## src/rtl/iebm_pkg.sv

```systemverilog
`default_nettype none
// ----------------------------------------------------------------------------
// iebm_pkg
// Shared types and constants for the I2C EEPROM byte master.
// ----------------------------------------------------------------------------
package iebm_pkg;

  localparam int PHASE_W     = 16;
  localparam logic [PHASE_W-1:0] PHASE_RESET = 16'd100;

  localparam logic [1:0] ACT_TICK  = 2'd0;
  localparam logic [1:0] ACT_WRITE = 2'd1;
  localparam logic [1:0] ACT_READ  = 2'd2;

  localparam int Q_DEPTH = 2;
  localparam int Q_PTR_W = 1;
  localparam int Q_CNT_W = 2;

  typedef enum logic [1:0] {
    CMD_TICK  = 2'd0,
    CMD_WRITE = 2'd1,
    CMD_READ  = 2'd2,
    CMD_NOP   = 2'd3
  } cmd_kind_t;

  typedef struct packed {
    cmd_kind_t  kind;
    logic [7:0] dev_addr;
    logic [7:0] memory_address;
    logic [7:0] write_data;
    logic       sda_sample;
  } cmd_t;

  typedef struct packed {
    logic valid;
    cmd_t cmd;
  } q_head_t;

  typedef struct packed {
    logic scl;
    logic drv;
    logic lvl;
  } pins_t;

endpackage : iebm_pkg
`default_nettype wire

```

## src/rtl/iebm_ifs.sv

```systemverilog
`default_nettype none
// ----------------------------------------------------------------------------
// iebm_ifs
// Request and result channels of the I2C EEPROM byte master.
// ----------------------------------------------------------------------------
interface iebm_req_if;
  logic       valid;
  logic       ready;
  logic [1:0] action;
  logic [7:0] dev_addr;
  logic [7:0] memory_address;
  logic [7:0] write_data;
  logic       sda_sample;

  modport source (output valid, action, dev_addr, memory_address, write_data,
                  sda_sample, input ready);
  modport sink   (input valid, action, dev_addr, memory_address, write_data,
                  sda_sample, output ready);
endinterface : iebm_req_if

interface iebm_res_if;
  logic       valid;
  logic       ready;
  logic       scl_level;
  logic       sda_drive;
  logic       sda_level;
  logic       busy_res;
  logic       done_res;
  logic [7:0] read_data;
  logic       retrying;

  modport source (output valid, scl_level, sda_drive, sda_level, busy_res, done_res,
                  read_data, retrying, input ready);
  modport sink   (input valid, scl_level, sda_drive, sda_level, busy_res, done_res,
                  read_data, retrying, output ready);
endinterface : iebm_res_if
`default_nettype wire

```

## src/rtl/iebm_front.sv

```systemverilog
`default_nettype none
// ----------------------------------------------------------------------------
// iebm_front
// Accepts request items, classifies the action and queues the commands.
// ----------------------------------------------------------------------------
module iebm_front (
  input  wire logic       clk,
  input  wire logic       rst,
  iebm_req_if.sink        req,
  output iebm_pkg::q_head_t head,
  input  wire logic       pop
);
  import iebm_pkg::*;

  cmd_t                 mem [Q_DEPTH];
  logic [Q_PTR_W-1:0]   wr_ptr;
  logic [Q_PTR_W-1:0]   rd_ptr;
  logic [Q_CNT_W-1:0]   count;
  logic                 push;
  cmd_t                 cmd_in;

  always_comb begin
    cmd_in.dev_addr       = req.dev_addr;
    cmd_in.memory_address = req.memory_address;
    cmd_in.write_data     = req.write_data;
    cmd_in.sda_sample     = req.sda_sample;
    case (req.action)
      ACT_TICK:  cmd_in.kind = CMD_TICK;
      ACT_WRITE: cmd_in.kind = CMD_WRITE;
      ACT_READ:  cmd_in.kind = CMD_READ;
      default:   cmd_in.kind = CMD_NOP;
    endcase
  end

  assign req.ready  = (count != Q_CNT_W'(Q_DEPTH));
  assign push       = req.valid && req.ready;
  assign head.valid = (count != '0);
  assign head.cmd   = mem[rd_ptr];

  always_ff @(posedge clk) begin
    if (push) begin
      mem[wr_ptr] <= cmd_in;
    end
  end

  always_ff @(posedge clk) begin
    if (rst) begin
      wr_ptr <= '0;
      rd_ptr <= '0;
      count  <= '0;
    end else begin
      if (push) begin
        wr_ptr <= (wr_ptr == Q_PTR_W'(Q_DEPTH - 1)) ? '0 : wr_ptr + 1'b1;
      end
      if (pop) begin
        rd_ptr <= (rd_ptr == Q_PTR_W'(Q_DEPTH - 1)) ? '0 : rd_ptr + 1'b1;
      end
      case ({push, pop})
        2'b10:   count <= count + 1'b1;
        2'b01:   count <= count - 1'b1;
        default: count <= count;
      endcase
    end
  end

endmodule : iebm_front
`default_nettype wire

```

## src/rtl/iebm_back.sv

```systemverilog
`default_nettype none
// ----------------------------------------------------------------------------
// iebm_back
// Bus sequencer: runs one queued command per cycle while the result side is not stalled and registers the result.
// ----------------------------------------------------------------------------
module iebm_back (
  input  wire logic                        clk,
  input  wire logic                        rst,
  input  wire logic                        cfg_wen,
  input  wire logic [iebm_pkg::PHASE_W-1:0] cfg_wdata,
  input  wire iebm_pkg::q_head_t           head,
  output logic                             pop,
  iebm_res_if.source                       res
);
  import iebm_pkg::*;

  typedef enum logic [22:0] {
    S_IDLE        = 23'h000001,
    S_CHK_HI      = 23'h000002,
    S_CHK_LO_BUSY = 23'h000004,
    S_CHK_LO_FREE = 23'h000008,
    S_STA_A       = 23'h000010,
    S_STA_B       = 23'h000020,
    S_STA_C       = 23'h000040,
    S_STA_D       = 23'h000080,
    S_BIT_SET     = 23'h000100,
    S_BIT_HI      = 23'h000200,
    S_BIT_LO      = 23'h000400,
    S_ACK_HI      = 23'h000800,
    S_ACK_LO_OK   = 23'h001000,
    S_ACK_LO_NAK  = 23'h002000,
    S_RD_HI       = 23'h004000,
    S_RD_LO       = 23'h008000,
    S_NK_SET      = 23'h010000,
    S_NK_HI       = 23'h020000,
    S_NK_LO       = 23'h040000,
    S_STO_A       = 23'h080000,
    S_STO_B       = 23'h100000,
    S_STO_C       = 23'h200000,
    S_STO_D       = 23'h400000
  } state_t;

  typedef enum logic [1:0] {
    STG_DEV  = 2'd0,
    STG_MEM  = 2'd1,
    STG_DATA = 2'd2
  } stage_t;

  function automatic pins_t enter_pins(state_t s, pins_t cur, logic msb);
    pins_t p;
    p = cur;
    case (s)
      S_CHK_HI, S_ACK_HI, S_RD_HI: begin
        p.scl = 1'b1;
        p.drv = 1'b0;
      end
      S_CHK_LO_BUSY, S_CHK_LO_FREE, S_ACK_LO_OK, S_ACK_LO_NAK, S_RD_LO: begin
        p.scl = 1'b0;
        p.drv = 1'b0;
      end
      S_STA_A, S_NK_SET, S_STO_C: begin
        p.drv = 1'b1;
        p.lvl = 1'b1;
      end
      S_STA_C, S_STO_A: begin
        p.drv = 1'b1;
        p.lvl = 1'b0;
      end
      S_STA_B, S_BIT_HI, S_NK_HI, S_STO_B, S_STO_D: p.scl = 1'b1;
      S_STA_D, S_BIT_LO, S_NK_LO:                   p.scl = 1'b0;
      S_BIT_SET: begin
        p.drv = 1'b1;
        p.lvl = msb;
      end
      default: p = cur;
    endcase
    return p;
  endfunction

  logic [PHASE_W-1:0] phase_ticks;
  logic [PHASE_W-1:0] phase_len;

  state_t             state, state_next, target;
  logic [PHASE_W-1:0] timer, timer_next;
  logic [3:0]         bit_count, bit_count_next;
  stage_t             stage, stage_next;
  logic               is_read, is_read_next;
  logic [7:0]         held_device, held_device_next;
  logic [7:0]         held_memory, held_memory_next;
  logic [7:0]         held_data, held_data_next;
  logic [7:0]         shift_reg, shift_reg_next;
  logic [7:0]         received_byte, received_byte_next;
  pins_t              pins, pins_next;
  logic               entered, start_byte, done, retry;
  logic               out_valid;
  cmd_t               cmd;

  assign cmd       = head.cmd;
  assign pop       = head.valid && (!out_valid || res.ready);
  assign phase_len = (phase_ticks == '0) ? PHASE_W'(1) : phase_ticks;

  always_comb begin
    state_next         = state;
    timer_next         = timer;
    bit_count_next     = bit_count;
    stage_next         = stage;
    is_read_next       = is_read;
    held_device_next   = held_device;
    held_memory_next   = held_memory;
    held_data_next     = held_data;
    shift_reg_next     = shift_reg;
    received_byte_next = received_byte;
    pins_next          = pins;
    target             = state;
    entered            = 1'b0;
    start_byte         = 1'b0;
    done               = 1'b0;
    retry              = 1'b0;

    if (pop) begin
      case (cmd.kind)
        CMD_TICK: begin
          if (state != S_IDLE) begin
            if (timer > PHASE_W'(1)) begin
              timer_next = timer - 1'b1;
            end else begin
              timer_next = '0;
              entered    = 1'b1;
              case (state)
                S_CHK_HI:      target = cmd.sda_sample ? S_CHK_LO_FREE : S_CHK_LO_BUSY;
                S_CHK_LO_BUSY: target = S_CHK_HI;
                S_CHK_LO_FREE: begin
                  stage_next = STG_DEV;
                  target     = S_STA_A;
                end
                S_STA_A:       target = S_STA_B;
                S_STA_B:       target = S_STA_C;
                S_STA_C:       target = S_STA_D;
                S_STA_D:       start_byte = 1'b1;
                S_BIT_SET:     target = S_BIT_HI;
                S_BIT_HI:      target = S_BIT_LO;
                S_BIT_LO: begin
                  shift_reg_next = {shift_reg[6:0], 1'b0};
                  bit_count_next = bit_count + 1'b1;
                  target = (bit_count_next >= 4'd8) ? S_ACK_HI : S_BIT_SET;
                end
                S_ACK_HI:      target = cmd.sda_sample ? S_ACK_LO_NAK : S_ACK_LO_OK;
                S_ACK_LO_NAK: begin
                  retry  = 1'b1;
                  target = S_CHK_HI;
                end
                S_ACK_LO_OK: begin
                  if (stage == STG_DEV) begin
                    stage_next = STG_MEM;
                    start_byte = 1'b1;
                  end else if (stage == STG_MEM) begin
                    stage_next = STG_DATA;
                    if (is_read) begin
                      target = S_STA_A;
                    end else begin
                      start_byte = 1'b1;
                    end
                  end else if (is_read) begin
                    shift_reg_next = '0;
                    bit_count_next = '0;
                    target         = S_RD_HI;
                  end else begin
                    target = S_STO_A;
                  end
                end
                S_RD_HI: begin
                  shift_reg_next = {shift_reg[6:0], cmd.sda_sample};
                  target         = S_RD_LO;
                end
                S_RD_LO: begin
                  bit_count_next = bit_count + 1'b1;
                  if (bit_count_next >= 4'd8) begin
                    received_byte_next = shift_reg;
                    target             = S_NK_SET;
                  end else begin
                    target = S_RD_HI;
                  end
                end
                S_NK_SET:      target = S_NK_HI;
                S_NK_HI:       target = S_NK_LO;
                S_NK_LO:       target = S_STO_A;
                S_STO_A:       target = S_STO_B;
                S_STO_B:       target = S_STO_C;
                S_STO_C:       target = S_STO_D;
                S_STO_D: begin
                  entered    = 1'b0;
                  state_next = S_IDLE;
                  done       = 1'b1;
                end
                default: begin
                  entered    = 1'b0;
                  state_next = S_IDLE;
                end
              endcase
            end
          end
        end
        CMD_WRITE, CMD_READ: begin
          if (state == S_IDLE) begin
            held_device_next = cmd.dev_addr;
            held_memory_next = cmd.memory_address;
            held_data_next   = cmd.write_data;
            is_read_next     = (cmd.kind == CMD_READ);
            bit_count_next   = '0;
            stage_next       = STG_DEV;
            target           = S_CHK_HI;
            entered          = 1'b1;
          end
        end
        default: ;
      endcase
    end

    if (start_byte) begin
      case (stage_next)
        STG_DEV: shift_reg_next = held_device;
        STG_MEM: shift_reg_next = held_memory;
        default: shift_reg_next = is_read ? (held_device | 8'h01) : held_data;
      endcase
      bit_count_next = '0;
      target         = S_BIT_SET;
    end

    if (entered) begin
      state_next = target;
      timer_next = phase_len;
      pins_next  = enter_pins(target, pins, shift_reg_next[7]);
    end
  end

  always_ff @(posedge clk) begin
    if (rst) begin
      phase_ticks <= PHASE_RESET;
    end else if (cfg_wen) begin
      phase_ticks <= cfg_wdata;
    end
  end

  always_ff @(posedge clk) begin
    if (rst) begin
      state         <= S_IDLE;
      timer         <= '0;
      bit_count     <= '0;
      stage         <= STG_DEV;
      is_read       <= 1'b0;
      held_device   <= '0;
      held_memory   <= '0;
      held_data     <= '0;
      shift_reg     <= '0;
      received_byte <= '0;
      pins          <= '{scl: 1'b1, drv: 1'b0, lvl: 1'b1};
    end else begin
      state         <= state_next;
      timer         <= timer_next;
      bit_count     <= bit_count_next;
      stage         <= stage_next;
      is_read       <= is_read_next;
      held_device   <= held_device_next;
      held_memory   <= held_memory_next;
      held_data     <= held_data_next;
      shift_reg     <= shift_reg_next;
      received_byte <= received_byte_next;
      pins          <= pins_next;
    end
  end

  always_ff @(posedge clk) begin
    if (rst) begin
      out_valid <= 1'b0;
    end else if (pop) begin
      out_valid <= 1'b1;
    end else if (res.ready) begin
      out_valid <= 1'b0;
    end
  end

  always_ff @(posedge clk) begin
    if (pop) begin
      res.scl_level <= pins_next.scl;
      res.sda_drive <= pins_next.drv;
      res.sda_level <= pins_next.lvl;
      res.busy_res  <= (state_next != S_IDLE);
      res.done_res  <= done;
      res.read_data <= received_byte_next;
      res.retrying  <= retry;
    end
  end

  assign res.valid = out_valid;

  a_state_onehot: assert property (@(posedge clk) disable iff (rst) $onehot(state))
    else $error("sequencer state is not one-hot");

  a_idle_timer: assert property (@(posedge clk) disable iff (rst)
    (state == S_IDLE) |-> (timer == '0))
    else $error("phase timer running while idle");

  a_bit_count: assert property (@(posedge clk) disable iff (rst) bit_count <= 4'd8)
    else $error("bit count overran a byte");

  a_done_retry: assert property (@(posedge clk) disable iff (rst)
    out_valid |-> !(res.done_res && res.retrying))
    else $error("stop completion and restart in the same result");

  a_done_idle: assert property (@(posedge clk) disable iff (rst)
    (out_valid && res.done_res) |-> !res.busy_res)
    else $error("done reported while still busy");

endmodule : iebm_back
`default_nettype wire

```

## src/rtl/i2c_eeprom_byte_master.sv

```systemverilog
`default_nettype none
// ----------------------------------------------------------------------------
// i2c_eeprom_byte_master
// Bit-level I2C master for single-byte EEPROM writes and random reads.
// ----------------------------------------------------------------------------
// Each request item is one bus time unit (tick) or a write/read request; every
// item yields exactly one result carrying the pin levels, status and last read
// byte. One item is taken per clock while the queue has room: the front
// classifies items into a two-entry command queue, and the back sequencer
// consumes one command per cycle into a registered result unless the result
// side stalls; an accepted item passes through the queue and then the result
// register. The sequencer throughput is the limit at one item per cycle;
// ready falls only when the queue holds two commands because the result side
// is stalled. phase_ticks may be written only while no transfer is in flight.
module i2c_eeprom_byte_master (
  input  wire logic                         clk,
  input  wire logic                         rst,
  input  wire logic                         cfg_wen,
  input  wire logic [iebm_pkg::PHASE_W-1:0] cfg_wdata,
  iebm_req_if.sink                          req,
  iebm_res_if.source                        res
);
  import iebm_pkg::*;

  q_head_t head;
  logic    pop;

  iebm_front u_front (
    .clk  (clk),
    .rst  (rst),
    .req  (req),
    .head (head),
    .pop  (pop)
  );

  iebm_back u_back (
    .clk       (clk),
    .rst       (rst),
    .cfg_wen   (cfg_wen),
    .cfg_wdata (cfg_wdata),
    .head      (head),
    .pop       (pop),
    .res       (res)
  );

endmodule : i2c_eeprom_byte_master
`default_nettype wire
```

## src/flat_wrapper.sv

```systemverilog
// flat-port wrapper written by rule: the top's interface ports become plain ports
module i2c_eeprom_byte_master_flat import iebm_pkg::*;
  (clk, rst, cfg_wen, cfg_wdata, req_valid, req_action, req_dev_addr, req_memory_address, req_write_data, req_sda_sample, req_ready, res_valid, res_scl_level, res_sda_drive, res_sda_level, res_busy_res, res_done_res, res_read_data, res_retrying, res_ready);
  iebm_req_if req_i ();
  iebm_res_if res_i ();
  input  wire logic clk;
  input  wire logic rst;
  input  wire logic cfg_wen;
  input  wire logic [iebm_pkg::PHASE_W-1:0] cfg_wdata;
  input wire logic [$bits(req_i.valid)-1:0] req_valid;
  input wire logic [$bits(req_i.action)-1:0] req_action;
  input wire logic [$bits(req_i.dev_addr)-1:0] req_dev_addr;
  input wire logic [$bits(req_i.memory_address)-1:0] req_memory_address;
  input wire logic [$bits(req_i.write_data)-1:0] req_write_data;
  input wire logic [$bits(req_i.sda_sample)-1:0] req_sda_sample;
  output wire logic [$bits(req_i.ready)-1:0] req_ready;
  output wire logic [$bits(res_i.valid)-1:0] res_valid;
  output wire logic [$bits(res_i.scl_level)-1:0] res_scl_level;
  output wire logic [$bits(res_i.sda_drive)-1:0] res_sda_drive;
  output wire logic [$bits(res_i.sda_level)-1:0] res_sda_level;
  output wire logic [$bits(res_i.busy_res)-1:0] res_busy_res;
  output wire logic [$bits(res_i.done_res)-1:0] res_done_res;
  output wire logic [$bits(res_i.read_data)-1:0] res_read_data;
  output wire logic [$bits(res_i.retrying)-1:0] res_retrying;
  input wire logic [$bits(res_i.ready)-1:0] res_ready;
  assign req_i.valid = req_valid;
  assign req_i.action = req_action;
  assign req_i.dev_addr = req_dev_addr;
  assign req_i.memory_address = req_memory_address;
  assign req_i.write_data = req_write_data;
  assign req_i.sda_sample = req_sda_sample;
  assign req_ready = req_i.ready;
  assign res_valid = res_i.valid;
  assign res_scl_level = res_i.scl_level;
  assign res_sda_drive = res_i.sda_drive;
  assign res_sda_level = res_i.sda_level;
  assign res_busy_res = res_i.busy_res;
  assign res_done_res = res_i.done_res;
  assign res_read_data = res_i.read_data;
  assign res_retrying = res_i.retrying;
  assign res_i.ready = res_ready;
  i2c_eeprom_byte_master u_core (.clk(clk), .rst(rst), .cfg_wen(cfg_wen), .cfg_wdata(cfg_wdata), .req(req_i), .res(res_i));
endmodule
```

## config.mk

```make
export PLATFORM = sky130hd
export DESIGN_NAME = i2c_eeprom_byte_master_flat
export DESIGN_NICKNAME = d
export VERILOG_FILES = /design/src/rtl/iebm_pkg.sv /design/src/rtl/iebm_ifs.sv /design/src/rtl/iebm_front.sv /design/src/rtl/iebm_back.sv /design/src/rtl/i2c_eeprom_byte_master.sv /design/src/flat_wrapper.sv
export SDC_FILE = /design/constraint.sdc
export NUM_CORES = 1
export LEC_CHECK = 0
export ABC_AREA = 0
export BUFFER_PORTS_ARGS = -buffer_cell sky130_fd_sc_hd__buf_2
export CAP_MARGIN = 20
export CORE_ASPECT_RATIO = 1.1
export CORE_UTILIZATION = 58
export CTS_CLUSTER_DIAMETER = 40
export DETAILED_ROUTE_END_ITERATION = 8
export GPL_TIMING_DRIVEN = 0
export HOLD_SLACK_MARGIN = 0.05
export PLACE_DENSITY = 0.77
export SLEW_MARGIN = 25
export SYNTH_ARGS = -nofsm -noshare
export SYNTH_HDL_FRONTEND = slang
export SYNTH_SLANG_ARGS = --single-unit
```

## constraint.sdc

```tcl
create_clock -name clk -period 6.9 [get_ports clk]
set_input_delay 0.69 -clock clk [delete_from_list [all_inputs] [get_ports clk]]
set_output_delay 0.69 -clock clk [all_outputs]
set_load 0.01 [all_outputs]
```

## Yosys cells after proc, flatten, opt, wreduce, memory -nomap -nowiden

Memories as Yosys holds them, arrays and structs flattened. A register that Yosys moved wholly into a read port is not among the register bits.
Cells that the tools add are included.

- Memories kept: 1
- Bits in registers: 124
- Input bits: 48
- Logic and storage cells: 230
- Output and inout port bits: 16
- Bits in writable memories: 54

- Equality and inequality tests: 67
- Mux-type cells: 90
- Order comparisons: 2
- Reductions and logical operators: 36
- Bitwise logic cells: 2
- Add/subtract/negate cells: 6

Memory list:

| memory | words | width | read ports | clocked after memory_dff | wr ports | RTL line | source |
|---|---|---|---|---|---|---|---|
| u_core.u_front.mem | 2 | 27 | 1 | 1 | 1 | iebm_front.sv:15 | `cmd_t mem [Q_DEPTH];` |

Operators by type and width:

| operator | count |
|---|---|
| $pmux 23 s19 | 1 |
| $mux 23 | 14 |
| $mux 8 | 15 |
| $mux 16 | 6 |
| $eq 23x10->1 const B | 2 |
| $eq 23x11->1 const B | 2 |
| $eq 23x12->1 const B | 2 |
| $eq 23x13->1 const B | 2 |
| $eq 23x14->1 const B | 2 |
| $eq 23x15->1 const B | 2 |
| $eq 23x16->1 const B | 2 |
| $eq 23x17->1 const B | 2 |
| $eq 23x18->1 const B | 2 |
| $eq 23x19->1 const B | 2 |
| $eq 23x2->1 const B | 2 |
| $eq 23x20->1 const B | 2 |
| $eq 23x21->1 const B | 2 |
| $eq 23x22->1 const B | 2 |
| $eq 23x23->1 const B | 2 |
| $eq 23x3->1 const B | 2 |
| $eq 23x4->1 const B | 2 |
| $eq 23x5->1 const B | 2 |
| $eq 23x6->1 const B | 2 |
| $eq 23x7->1 const B | 2 |
| 48 further kinds | 127 |

## Depth between registers and ports, before layout

Gate-level depths: netlist of run 1.

- Depth in word-level cells: 13
- Mapped depth: 18

## By module

Synthesis of run 1 repeated with hierarchy kept, for this count alone.

- Cell total of the unflattened synthesis: 1,089
- Area, all modules: 9,686.8 µm²

By module, submodules not included:

| module | cells an instance | seq. area each (µm²) | instances | area an instance (µm²) |
|---|---|---|---|---|
| iebm_back | 980 | 2,542.4 | 1 | 7,518.5 |
| iebm_front | 109 | 1,721.7 | 1 | 2,168.3 |

## Worst setup path after synthesis of run 1

OpenSTA, ideal clock, no wires.

- Kind: flip-flop to flip-flop
- From: reg with a tool-made name
- To: reg u_core.u_back.res.sda_level (data pin)
- Cell stages (with the launch flop): 17
- Setup slack: 2.060 ns
- Data required time: 6.626 ns
- Library setup time: 0.274 ns
- Data arrival time: 4.566 ns
- Cell sequence: dfxtp_1 clkbuf_1 buf_1 mux2i_1 ha_1 clkbuf_1 nor4_1 a31oi_1 or2_0 clkbuf_1 a21boi_1 a211o_1 or2_4 or4_1 a211oi_2 nor3_1 mux2i_1

RTL lines:

| what | RTL line | source |
|---|---|---|
| end signal: assignment | iebm_back.sv:286 | `res.sda_level <= pins_next.lvl;` |
| end: declaration | iebm_ifs.sv:32 | `modport source (output valid, scl_level, sda_drive, sda_level, busy_res, done_res,` |

==> results of run 1 <==
## worst max-delay path: cells and delay by family (launching register included)
kind	cells	cell delay, ns
buffers and inverters	4	1.73
flip-flops	1	0.31
AO/OA/AOI/OAI	6	1.47
adder cells (fa/ha/maj)	1	0.29
AND/OR/NAND/NOR	5	1.80
multiplexers	1	0.40
## power by group through the flow
stage | clock network [mW] | registers [mW] | logic [mW]
2_1_floorplan | 0 | 1.41 | 0.846
6_report | 1.06 | 1.40 | 1.32
4_1_cts | 1.05 | 1.40 | 1.29
3_3_place_gp | 0 | 1.41 | 1.21
3_5_place_dp | 0 | 1.41 | 1.27
5_1_grt | 1.09 | 1.42 | 1.42
## path summary, 6_finish.rpt
check | startpoint | endpoint | slack (ns) | depth (start not counted)
max reg2reg | flip-flop | u_core.u_back.res.scl_level | 0.62 | 17
max | flip-flop | u_core.u_back.res.scl_level | 0.62 | 17
min reg2reg | u_core.u_back.pins[1] | u_core.u_back.pins[1] | 0.48 | 2
min | req_sda_sample | u_core.u_front.mem[1][0] | 0.43 | 1
## stage by stage
stage | power [mW] | area, µm² | util | setup slack, ns | cells
floorplan | 2.26 | 9600 | - | 2.06 | 1067
CTS | 3.74 | 10900 | 0.682 | 0.457 | 1360
finish | 3.78 | 10900 | 0.683 | 0.617 | 1360
global route | 3.92 | 10900 | 0.683 | 0.293 | 1360
global placement | 2.62 | 10100 | 0.637 | 0.514 | 1326
detailed placement | 2.68 | 10200 | 0.642 | 0.488 | 1328
## cell type report
class | instances | area (µm²)
tap | 200 | 250
fill | 1318 | 5050
multi-input combinational | 797 | 5000
buffer | 72 | 294
sequential | 179 | 4260
clock inverter | 15 | 215
inverter | 19 | 71.3
timing repair buffer | 61 | 350
clock buffer | 17 | 425
## per-layer routing
layer,up-vias,part of all wire
li1,4147,-
met5,-,0
met4,0,0.067
met1,4374,0.39
met2,531,0.47
met3,145,0.077
## kinds of logic (layout without fill, tap and decap cells)
group | Yosys count | in the layout | synth area share
AOI/OAI and AO/OA | 250 | 250 | 0.175
muxes | 55 | 55 | 0.0585
and+or+nand+nor | 467 | 467 | 0.257
DFF | 179 | 179 | 0.444
buffers and inverters | 91 | 184 | 0.0381
adders and majority gates | 9 | 9 | 0.0117
xor gates and xnor gates | 16 | 16 | 0.0146
## placed cells by master, fill, tap and decap left out, drive strengths merged, types with 44 or more instances in the layout
master  instances
a21oi          63
buf            79
clkbuf         71
dfxtp         111
edfxtp         68
mux2i          46
nand2          72
nand3          44
nor2          143
nor3           47
o21ai          47
## cells in the mapped netlist (6+ instances only)
library cell and number:
sky130_fd_sc_hd__a221oi_1 9, sky130_fd_sc_hd__nor2_1 142, sky130_fd_sc_hd__nor4_1 25, sky130_fd_sc_hd__clkbuf_1 54, sky130_fd_sc_hd__buf_2 10, sky130_fd_sc_hd__xor2_1 7
sky130_fd_sc_hd__nor4b_1 7, sky130_fd_sc_hd__dfxtp_1 111, sky130_fd_sc_hd__edfxtp_1 68, sky130_fd_sc_hd__a21o_1 8, sky130_fd_sc_hd__or3_1 13, sky130_fd_sc_hd__and2_1 6
sky130_fd_sc_hd__nand4_1 22, sky130_fd_sc_hd__nand3_1 44, sky130_fd_sc_hd__and3_1 9, sky130_fd_sc_hd__mux2i_1 46, sky130_fd_sc_hd__buf_1 6, sky130_fd_sc_hd__ha_1 9
sky130_fd_sc_hd__a31oi_1 9, sky130_fd_sc_hd__o211ai_1 11, sky130_fd_sc_hd__xnor2_1 9, sky130_fd_sc_hd__o21ai_0 44, sky130_fd_sc_hd__nor2b_1 23, sky130_fd_sc_hd__or4_1 8
sky130_fd_sc_hd__o22ai_1 9, sky130_fd_sc_hd__nor3_1 44, sky130_fd_sc_hd__nand2_1 71, sky130_fd_sc_hd__inv_1 19, sky130_fd_sc_hd__a21oi_1 63, sky130_fd_sc_hd__mux2_2 9
sky130_fd_sc_hd__nand2b_1 8, sky130_fd_sc_hd__or2_2 11, sky130_fd_sc_hd__a211oi_1 33, sky130_fd_sc_hd__a22oi_1 11
==> insert_results.sql, run 1 <==
INSERT INTO impl_metrics (metric_group, metric, value, unit) VALUES
('global_route', 'globalRoute.busiestLayer', 'met2', ''),
('critical_path', 'endpoint_kind', 'flip-flop', ''),
('cells_and_area', 'layout_top_registers', 'u_core.u_front.mem (54), u_core.u_back.state (23)', ''),
('detailed_routing', 'antenna_violating_nets_post_route', '0', ''),
('cells_and_area', 'antennaDiodeCount', '0', ''),
('logic_synthesis', 'synth_ff_type', 'sky130_fd_sc_hd__dfxtp_1', ''),
('critical_path', 'timing.critical_path.arrival', '6.46', 'ns'),
('power_and_ir_drop', 'pwr-share-seq', '0.370', ''),
('place', 'port_buffers', '59', ''),
('critical_path', 'worstSetupStartpointType', 'flip-flop', ''),
('power_and_ir_drop', 'power.net_switching', '1.47', 'mW'),
('die', 'die_area', '17100', 'µm²'),
('global_route', 'first_global_vias', '8555', ''),
('global_route', 'number_of_antenna_violations_at_the_first_check_in_global_routing', '0', ''),
('critical_path', 'worstPathMaxFanout', '10', ''),
('power_and_ir_drop', 'clock_power_share', '0.280', ''),
('global_route', 'maximum_number_of_pins_on_one_net_before_global_route_repair', '28', ''),
('global_route', 'use_met1', '0.435', ''),
('critical_path', 'worst_ep_required_time', '7.08', 'ns'),
('timing', 'grt_setup_unrepaired', 'no', ''),
('logic_synthesis', 'yosys.area.top_type', 'sky130_fd_sc_hd__dfxtp_1', ''),
('detailed_routing', 'via_count', '9197', ''),
('critical_path', 'critPathMaxStageDelay', '0.65', 'ns'),
('cells_and_area', 'post_route_cells_drive_above_1_share', '0.132', ''),
('logic_synthesis', 'number_of_register_bits_inferred_by_synthesis', '179', ''),
('detailed_routing', 'detail_route.drc_violations', '0', ''),
('outcome', 'status', 'complete, no violations', ''),
('global_route', 'grt_util_met3', '0.0633', ''),
('cts', 'ctsHtreeMaxLevel', '4', ''),
('detailed_routing', 'wl_per_cell', '23.1', 'µm'),
('critical_path', 'crit_type', 'flip-flop to flip-flop', ''),
('power_and_ir_drop', 'power.leakage', '4.06', 'nW'),
('logic_synthesis', 'syn_avg_cell_area', '8.99', 'µm²'),
('cts', 'cts_post_setup_buffers_inserted', '0', ''),
('die', 'initial_core_util', '0.603', ''),
('place', 'place_congestion', '1.01', ''),
('timing', 'maxSlewViolCount', '0', ''),
('flow_run', 'cap_violations', '0', ''),
('cells_and_area', 'largest_reg_flops', '54', ''),
('cts', 'insertion_delay', '0.45', 'ns'),
('critical_path', 'cpMostUsedCell', 'sky130_fd_sc_hd__clkbuf_1', ''),
('die', 'core_area', '15900', 'µm²'),
('logic_synthesis', 'synth_top_area_share', '0.232', ''),
('power_and_ir_drop', 'swShare', '0.388', ''),
('logic_synthesis', 'mappedNetlistNets', '1124', ''),
('place', 'hpwlAfterDp', '22800', 'µm'),
('cts', 'cts_made_buffers', '17', ''),
('logic_synthesis', 'synth_warnings', '0', ''),
('detailed_routing', 'drt-total-wl', '31300', 'µm'),
('power_and_ir_drop', 'cell_area_power_density', '348', 'nW/µm²'),
('cells_and_area', 'layout-area-overhead-vs-synth', '13.2', '%'),
('cells_and_area', 'layout.nets', '1204', ''),
('cells_and_area', 'largest_register', 'u_core.u_front.mem', ''),
('cts', 'cts.sinks', '179', ''),
('global_route', 'track_usage', '0.368', ''),
('detailed_routing', 'post_drt_via_cell_ratio', '6.76', ''),
('power_and_ir_drop', 'cellInternalPower', '2.31', 'mW'),
('die', 'fp.dieH', '137', 'µm'),
('global_route', 'grtUsageMet2', '0.611', ''),
('timing', 'max_freq', '0.159', 'GHz'),
('timing', 'report.final.hold_viol_count', '0', ''),
('critical_path', 'critical_path.cell_chain', 'clkbuf_1, buf_1, mux2i_1, ha_1, clkbuf_1, nor4_1, a31oi_1, clkbuf_1, o21ai_1, a21oi_1, or4_4, nor3b_4, nand3_1, a2111oi_2, a41oi_1, o211ai_1, nand3_1', ''),
('global_route', 'grt_first_pass_wirelength', '47300', 'µm'),
('global_route', 'grt_remaining_overflow', '0', ''),
('cts', 'tritoncts', 'done', ''),
('logic_synthesis', 'synth_seq_area_share', '0.444', ''),
('critical_path', 'critical-path-slowest-cell', 'sky130_fd_sc_hd__buf_1', ''),
('logic_synthesis', 'number_of_different_library_cells_in_the_post_synthesis_netlist', '84', ''),
('cts', 'ctsResizeCount', '0', ''),
('cts', 'cts_hold_buffers', '0', ''),
('logic_synthesis', 'synth_top_cells_by_area', 'sky130_fd_sc_hd__dfxtp_1, sky130_fd_sc_hd__edfxtp_1, sky130_fd_sc_hd__nor2_1', '');
(Power assumes the default switching activity.)
==> run 2: changes to the inputs <==
Settings changed: PLACE_DENSITY 0.77 to default, PLACE_DENSITY_LB_ADDON from default to 0.12.
==> run 2 against run 1 <==
  * Clock skew is essentially flat
  * Clock power shrank 8%
  * Combinational power is essentially flat
  * Sequential cell count is the same
  * Sequential power is essentially flat
  * Cell area shrank 0.50%
  * Critical path depth is the same
  * Global-route usage shrank 1.1 points
  * First-iteration DRC count grew 5.7%
  * Final cell count is the same
  * Wire length shrank 2.8%
  * Power shrank 3.0%
  * Critical path type unchanged
  * Largest cell class unchanged
==> insert_results.sql, run 2 (synthesis results as in run 1) <==
INSERT INTO impl_metrics (metric_group, metric, value, unit) VALUES
('timing', 'totalNegativeSetupSlack', '0', 'ns'),
('cells_and_area', 'post_route_cells_drive_above_1_share', '0.133', ''),
('die', 'core_area', '15900', 'µm²'),
('cells_and_area', 'layout_top_registers', 'u_core.u_front.mem (54), u_core.u_back.state (23)', ''),
('place', 'port_buffers', '59', ''),
('critical_path', 'worstSetupStartpointType', 'flip-flop', ''),
('die', 'fp.dieH', '137', 'µm'),
('global_route', 'number_of_antenna_violations_at_the_first_check_in_global_routing', '0', ''),
('timing', 'final-setup-viol-count', '0', ''),
('critical_path', 'cp_num_buf_inv', '4', ''),
('worst_hold_path', 'worst_hold_check_path_type', 'primary input to flip-flop', ''),
('timing', 'grt_setup_unrepaired', 'no', ''),
('critical_path', 'endpoint_kind', 'flip-flop', ''),
('die', 'dieWidth', '125', 'µm'),
('timing', 'maxSlewViolCount', '0', ''),
('die', 'io_pins', '64', ''),
('flow_run', 'cap_violations', '0', ''),
('timing', 'report.final.hold_viol_count', '0', ''),
('cells_and_area', 'fillCellCount', '1309', ''),
('critical_path', 'crit_type', 'flip-flop to flip-flop', ''),
('cells_and_area', 'layout_commonest_cell', 'sky130_fd_sc_hd__nor2_1', ''),
('cells_and_area', 'largest_reg_flops', '54', ''),
('detailed_routing', 'drtPass1Iterations', '8', ''),
('cells_and_area', 'layout-area-overhead-vs-synth', '12.7', '%'),
('power_and_ir_drop', 'power.leakage', '4.02', 'nW'),
('timing', 'setup_clock_skew_after_layout', '0.0149', 'ns'),
('critical_path', 'worstPathMaxFanout', '10', ''),
('worst_hold_path', 'min_path_cells', '1', ''),
('cells_and_area', 'largest_register', 'u_core.u_front.mem', ''),
('detailed_routing', 'first_iter_violations', '1166', ''),
('detailed_routing', 'drt-total-wl', '30500', 'µm'),
('critical_path', 'timing.critical_path.arrival', '6.54', 'ns'),
('critical_path', 'cpMostUsedCell', 'sky130_fd_sc_hd__clkbuf_1', ''),
('power_and_ir_drop', 'max_rail_drop_vdd', '0.000232', 'V'),
('timing', 'tightestPinTransition', '0.921', 'ns'),
('cts', 'clk_path_buf_depth', '2', ''),
('die', 'initial_core_util', '0.603', ''),
('global_route', 'grt_first_pass_wirelength', '46200', 'µm'),
('outcome', 'status', 'complete, no violations', ''),
('cts', 'ctsResizeCount', '0', ''),
('cts', 'cts_post_setup_buffers_inserted', '0', ''),
('detailed_routing', 'detail_route.drc_violations', '0', ''),
('cts', 'cts-root-buf', 'sky130_fd_sc_hd__clkbuf_16', ''),
('critical_path', 'endpoint_of_the_worst_slack_reg_to_reg_timing_path', 'u_core.u_back.res.scl_level', ''),
('critical_path', 'critPathMaxStageDelay', '0.71', 'ns'),
('critical_path', 'regToRegSetupSlack', '0.55', 'ns'),
('place', 'place_worst_setup_slack', '0.540', 'ns'),
('timing', 'max_slew_margin', '0.380', ''),
('die', 'number_of_rows_in_the_core_area', '48', ''),
('timing', 'period_minus_slack', '6.35', 'ns'),
('cells_and_area', 'most-common-layout-cells', 'sky130_fd_sc_hd__nor2_1, sky130_fd_sc_hd__dfxtp_1, sky130_fd_sc_hd__nand2_1', ''),
('critical_path', 'cpLargestDelayFamily', 'simple AND/OR/NAND/NOR gates', ''),
('cts', 'cts.sinks', '179', ''),
('critical_path', 'critical_path.cell_chain', 'clkbuf_1, buf_1, mux2i_1, ha_1, clkbuf_1, nor4_1, a31oi_1, clkbuf_1, o21ai_1, a21oi_1, or4_4, nor3b_4, nand3_1, a2111oi_2, a41oi_1, o211ai_1, nand3_1', ''),
('cts', 'cts_hold_buffers', '0', ''),
('cells_and_area', 'antennaDiodeCount', '0', ''),
('cts', 'insertion_delay', '0.45', 'ns'),
('worst_hold_path', 'whs_endpoint', 'u_core.u_front.mem[0][19]', ''),
('cells_and_area', 'layout.nets', '1204', ''),
('detailed_routing', 'via_count', '9170', ''),
('worst_hold_path', 'holdCritStartpoint', 'req_dev_addr[2]', ''),
('critical_path', 'worst-r2r-cell-count', '17', ''),
('place', 'hpwlAfterDp', '22300', 'µm'),
('global_route', 'grt_remaining_overflow', '0', ''),
('detailed_routing', 'wl_per_cell', '22.4', 'µm'),
('global_route', 'track_usage', '0.357', ''),
('timing', 'max_freq', '0.157', 'GHz'),
('timing', 'final_min_period_over_clock_period', '0.921', ''),
('critical_path', 'worst_ep_required_time', '7.08', 'ns'),
('cts', 'tritoncts', 'done', ''),
('place', 'place_congestion', '1.02', ''),
('cts', 'cts_made_buffers', '17', ''),
('cts', 'ctsHtreeMaxLevel', '4', ''),
('global_route', 'maximum_number_of_pins_on_one_net_before_global_route_repair', '28', ''),
('critical_path', 'critical-path-slowest-cell', 'sky130_fd_sc_hd__buf_1', ''),
('timing', 'worst_slack', '0.548', 'ns'),
('die', 'die_area', '17100', 'µm²'),
('detailed_routing', 'post_drt_via_cell_ratio', '6.74', ''),
('detailed_routing', 'antenna_violating_nets_post_route', '0', ''),
('power_and_ir_drop', 'cell_area_power_density', '339', 'nW/µm²'),
('global_route', 'first_global_vias', '8336', ''),
('cts', 'clkSlewWorstSetupHoldPaths', '0.07', 'ns');
run 2: cell count changes in the layout (fill, tap and decap cells not counted), sizes merged:
| cell | change |
|---|---|
| bufinv | -3 |
| clkinvlp | +4 |
| clkinv | -2 |
| inv | +1 |
run 2: report_power, final:
part	total (mW)	leakage [nW]	internal (mW)	switching, mW
clock network	0.971	0.275	0.486	0.485
registers	1.40	1.54	1.30	0.0983
logic	1.30	2.21	0.426	0.872
total	3.67	4.02	2.21	1.46
run 2: layout make-up:
type / instances / area, µm² / area share
multi-input combinational: 797 / 5000 / 0.462
clock inverter: 15 / 161 / 0.0149
timing repair buffer: 61 / 350 / 0.0324
inverter: 19 / 71.3 / 0.00659
buffer: 72 / 294 / 0.0272
clock buffer: 17 / 425 / 0.0393
tap: 200 / 250 / 0.0231
sequential: 179 / 4260 / 0.394
run 2: worst max path at each step:
stage                                       end  slack (ns)  depth (start not counted)
floorplan           u_core.u_back.res.sda_level        2.06                         16
global placement    u_core.u_back.res.scl_level        0.61                         17
detailed placement  u_core.u_back.res.scl_level        0.54                         17
CTS                 u_core.u_back.res.scl_level        0.50                         17
global route        u_core.u_back.res.scl_level        0.30                         17
finish              u_core.u_back.res.scl_level        0.55                         17
run 2: routing by layer:
layer / wire length, µm / vias to the layer above / share of wire / track usage
met5: 0 / - / 0 / 0
li1: - / 4150 / - / -
met1: 12000 / 4345 / 0.39 / 0.436
met2: 14100 / 529 / 0.46 / 0.591
met3: 2470 / 146 / 0.081 / 0.0653
met4: 1910 / 0 / 0.063 / 0.220
run 2: metrics by stage:
step	area (µm²)	util	cells	hold WS (ns)	power [mW]
6_report	10800	0.679	1360	0.431	3.67
5_1_grt	10800	0.679	1360	0.424	3.82
4_1_cts	10800	0.679	1360	0.426	3.62
3_5_place_dp	10200	0.642	1328	0.469	2.66
3_3_place_gp	10100	0.637	1326	0.460	2.61
2_1_floorplan	9600	-	1067	0.444	2.26
==> run 3: changes to the inputs <==
Settings changed: CORE_UTILIZATION 58 to 45.
Clock period 6.9 ns to 8.23 ns, I/O delays scaled along.
==> run 3 against run 2 <==
  * Register-to-register slack better by 1.1 ns
  * Via count fell by 3.5%
  * Hold slack better by 0.043 ns
  * Sequential share of layout area decreased by 0.56 points
  * First-iteration DRC count fell by 34%
  * Critical path depth down 1
  * Die area up 28%
  * Global-route usage is 4.8 points lower
  * Maximum frequency shrank 4.1%
  * Clock power down 9.3%
  * Worst setup slack improved by 1.1 ns
  * Critical endpoint is now u_core.u_back.res.sda_level
  * Largest power group unchanged
  * Highest routed layer unchanged
==> insert_results.sql, run 3 (synthesis results as in run 1) <==
INSERT INTO impl_metrics (metric_group, metric, value, unit) VALUES
('die', 'dieWidth', '141', 'µm'),
('cells_and_area', 'fillCellCount', '1978', ''),
('cts', 'clk_path_buf_depth', '2', ''),
('place', 'port_buffers', '59', ''),
('die', 'initial_core_util', '0.463', ''),
('detailed_routing', 'post_drt_via_cell_ratio', '6.12', ''),
('cells_and_area', 'layout_commonest_cell', 'sky130_fd_sc_hd__nor2_1', ''),
('global_route', 'track_usage', '0.309', ''),
('cells_and_area', 'layout_top_registers', 'u_core.u_front.mem (54), u_core.u_back.state (23)', ''),
('timing', 'final_min_period_over_clock_period', '0.805', ''),
('detailed_routing', 'first_iter_violations', '775', ''),
('timing', 'max_freq', '0.151', 'GHz'),
('timing', 'grt_setup_unrepaired', 'no', ''),
('power_and_ir_drop', 'max_rail_drop_vdd', '0.000157', 'V'),
('cells_and_area', 'layout.nets', '1204', ''),
('timing', 'maxSlewViolCount', '0', ''),
('critical_path', 'critical_path.cell_chain', 'clkbuf_1, buf_1, mux2i_1, ha_1, clkbuf_1, nor4_1, a31oi_1, or2_0, clkbuf_1, a21boi_1, clkbuf_1, o211ai_1, nand4_1, a211oi_2, nor3_1, mux2i_1', ''),
('critical_path', 'worstSetupStartpointType', 'flip-flop', ''),
('critical_path', 'timing.critical_path.arrival', '6.81', 'ns'),
('outcome', 'status', 'complete, no violations', ''),
('timing', 'totalNegativeSetupSlack', '0', 'ns'),
('critical_path', 'endpoint_kind', 'flip-flop', ''),
('die', 'core_area', '20700', 'µm²'),
('die', 'die_area', '21900', 'µm²'),
('power_and_ir_drop', 'power.leakage', '4.05', 'nW'),
('critical_path', 'cpMostUsedCell', 'sky130_fd_sc_hd__clkbuf_1', ''),
('cts', 'cts-root-buf', 'sky130_fd_sc_hd__clkbuf_16', ''),
('detailed_routing', 'drt-total-wl', '32500', 'µm'),
('cts', 'ctsHtreeMaxLevel', '4', ''),
('cts', 'ctsResizeCount', '0', ''),
('cells_and_area', 'seqCellArea', '4260', 'µm²'),
('detailed_routing', 'wl_per_cell', '22.5', 'µm'),
('global_route', 'first_global_vias', '8697', ''),
('critical_path', 'worst_ep_required_time', '8.42', 'ns'),
('worst_hold_path', 'holdCritStartpoint', 'u_core.u_back.pins[1]', ''),
('cts', 'clkSlewWorstSetupHoldPaths', '0.08', 'ns'),
('cts', 'cts_post_setup_buffers_inserted', '0', ''),
('global_route', 'grt_remaining_overflow', '0', ''),
('timing', 'tightestPinTransition', '1.09', 'ns'),
('detailed_routing', 'drtPass1Iterations', '5', ''),
('critical_path', 'critical-path-slowest-cell', 'sky130_fd_sc_hd__buf_1', ''),
('critical_path', 'cp_num_buf_inv', '5', ''),
('cells_and_area', 'antennaDiodeCount', '0', ''),
('detailed_routing', 'detail_route.drc_violations', '0', ''),
('cts', 'cts.sinks', '179', ''),
('timing', 'report.final.hold_viol_count', '0', ''),
('die', 'fp.dieH', '155', 'µm'),
('cells_and_area', 'post_route_cells_drive_above_1_share', '0.132', ''),
('die', 'io_pins', '64', ''),
('timing', 'setup_clock_skew_after_layout', '0.0160', 'ns'),
('place', 'place_congestion', '1.02', ''),
('critical_path', 'worstPathMaxFanout', '10', ''),
('cells_and_area', 'largest_reg_flops', '54', ''),
('cells_and_area', 'largest_register', 'u_core.u_front.mem', ''),
('timing', 'max_slew_margin', '0.265', ''),
('cells_and_area', 'layout-area-overhead-vs-synth', '14.3', '%'),
('place', 'hpwlAfterDp', '24500', 'µm'),
('die', 'number_of_rows_in_the_core_area', '55', ''),
('cts', 'cts_made_buffers', '17', ''),
('detailed_routing', 'via_count', '8847', ''),
('detailed_routing', 'antenna_violating_nets_post_route', '0', ''),
('critical_path', 'critPathMaxStageDelay', '0.71', 'ns'),
('place', 'placed_area', '10300', 'µm²'),
('global_route', 'number_of_antenna_violations_at_the_first_check_in_global_routing', '0', ''),
('cts', 'cts_hold_buffers', '0', ''),
('global_route', 'grt_first_pass_wirelength', '50300', 'µm'),
('timing', 'final-setup-viol-count', '0', ''),
('critical_path', 'cpLargestDelayFamily', 'buffers and inverters', ''),
('cts', 'tritoncts', 'done', ''),
('critical_path', 'crit_type', 'flip-flop to flip-flop', ''),
('flow_run', 'cap_violations', '0', ''),
('global_route', 'maximum_number_of_pins_on_one_net_before_global_route_repair', '28', ''),
('cells_and_area', 'most-common-layout-cells', 'sky130_fd_sc_hd__nor2_1, sky130_fd_sc_hd__dfxtp_1, sky130_fd_sc_hd__nand2_1', ''),
('power_and_ir_drop', 'cell_area_power_density', '286', 'nW/µm²'),
('worst_hold_path', 'worst_hold_check_path_type', 'flip-flop to flip-flop', ''),
('timing', 'period_minus_slack', '6.62', 'ns'),
('cts', 'insertion_delay', '0.45', 'ns'),
('cells_and_area', 'multiInputGateArea', '4990', 'µm²'),
('cells_and_area', 'postLayoutCellArea', '11000', 'µm²');
run 3: cell count changes in the layout (fill, tap and decap cells not counted), sizes merged:
| cell | before | now |
|---|---|---|
| clkinvlp | 4 | 0 |
| inv | 27 | 31 |
run 3: final cells by class:
type,count,area share
buffer,72,0.0268
multi-input combinational,797,0.455
timing repair buffer,61,0.0319
clock inverter,15,0.0200
inverter,19,0.00650
tap,285,0.0325
clock buffer,17,0.0388
sequential,179,0.389
run 3: worst register-to-register path, stage by stage (launching register included):
cell,delay (ns)
sky130_fd_sc_hd__dfxtp_1,0.31
sky130_fd_sc_hd__clkbuf_1,0.45
sky130_fd_sc_hd__buf_1,0.71
sky130_fd_sc_hd__mux2i_1,0.31
sky130_fd_sc_hd__ha_1,0.37
sky130_fd_sc_hd__clkbuf_1,0.31
sky130_fd_sc_hd__nor4_1,0.17
sky130_fd_sc_hd__a31oi_1,0.60
sky130_fd_sc_hd__or2_0,0.19
sky130_fd_sc_hd__clkbuf_1,0.42
sky130_fd_sc_hd__a21boi_1,0.55
sky130_fd_sc_hd__clkbuf_1,0.51
sky130_fd_sc_hd__o211ai_1,0.42
sky130_fd_sc_hd__nand4_1,0.29
sky130_fd_sc_hd__a211oi_2,0.09
sky130_fd_sc_hd__nor3_1,0.52
sky130_fd_sc_hd__mux2i_1,0.15
run 3: final timing paths:
kind	endpoint	slack, ns	cells past startpoint
setup / recovery	u_core.u_back.res.sda_level	1.61	16
hold / removal	u_core.u_back.pins[1]	0.47	2
setup reg to reg	u_core.u_back.res.sda_level	1.61	16
hold reg to reg	u_core.u_back.pins[1]	0.47	2
run 3: metal layers:
metal  share of wire  track usage
met1            0.41        0.366
met2            0.47        0.517
met3           0.059       0.0585
met4           0.060        0.190
met5               0            0
run 3: stage by stage:
stage | hold slack (ns) | setup WS [ns] | power [mW] | util | instances
after CTS | 0.477 | 1.82 | 3.14 | 0.530 | 1445
after global routing | 0.509 | 1.27 | 3.31 | 0.530 | 1445
after detailed placement | 0.466 | 1.87 | 2.26 | 0.499 | 1413
after global placement | 0.463 | 1.71 | 2.22 | 0.495 | 1411
after floorplan | 0.444 | 3.39 | 1.89 | - | 1067
final | 0.474 | 1.61 | 3.14 | 0.530 | 1445
run 3: where the power goes:
group | total, mW | internal (mW) | switching (mW)
Combinational | 1.09 | 0.353 | 0.733
Sequential | 1.17 | 1.09 | 0.0828
Clock | 0.881 | 0.432 | 0.449
Total | 3.14 | 1.87 | 1.26
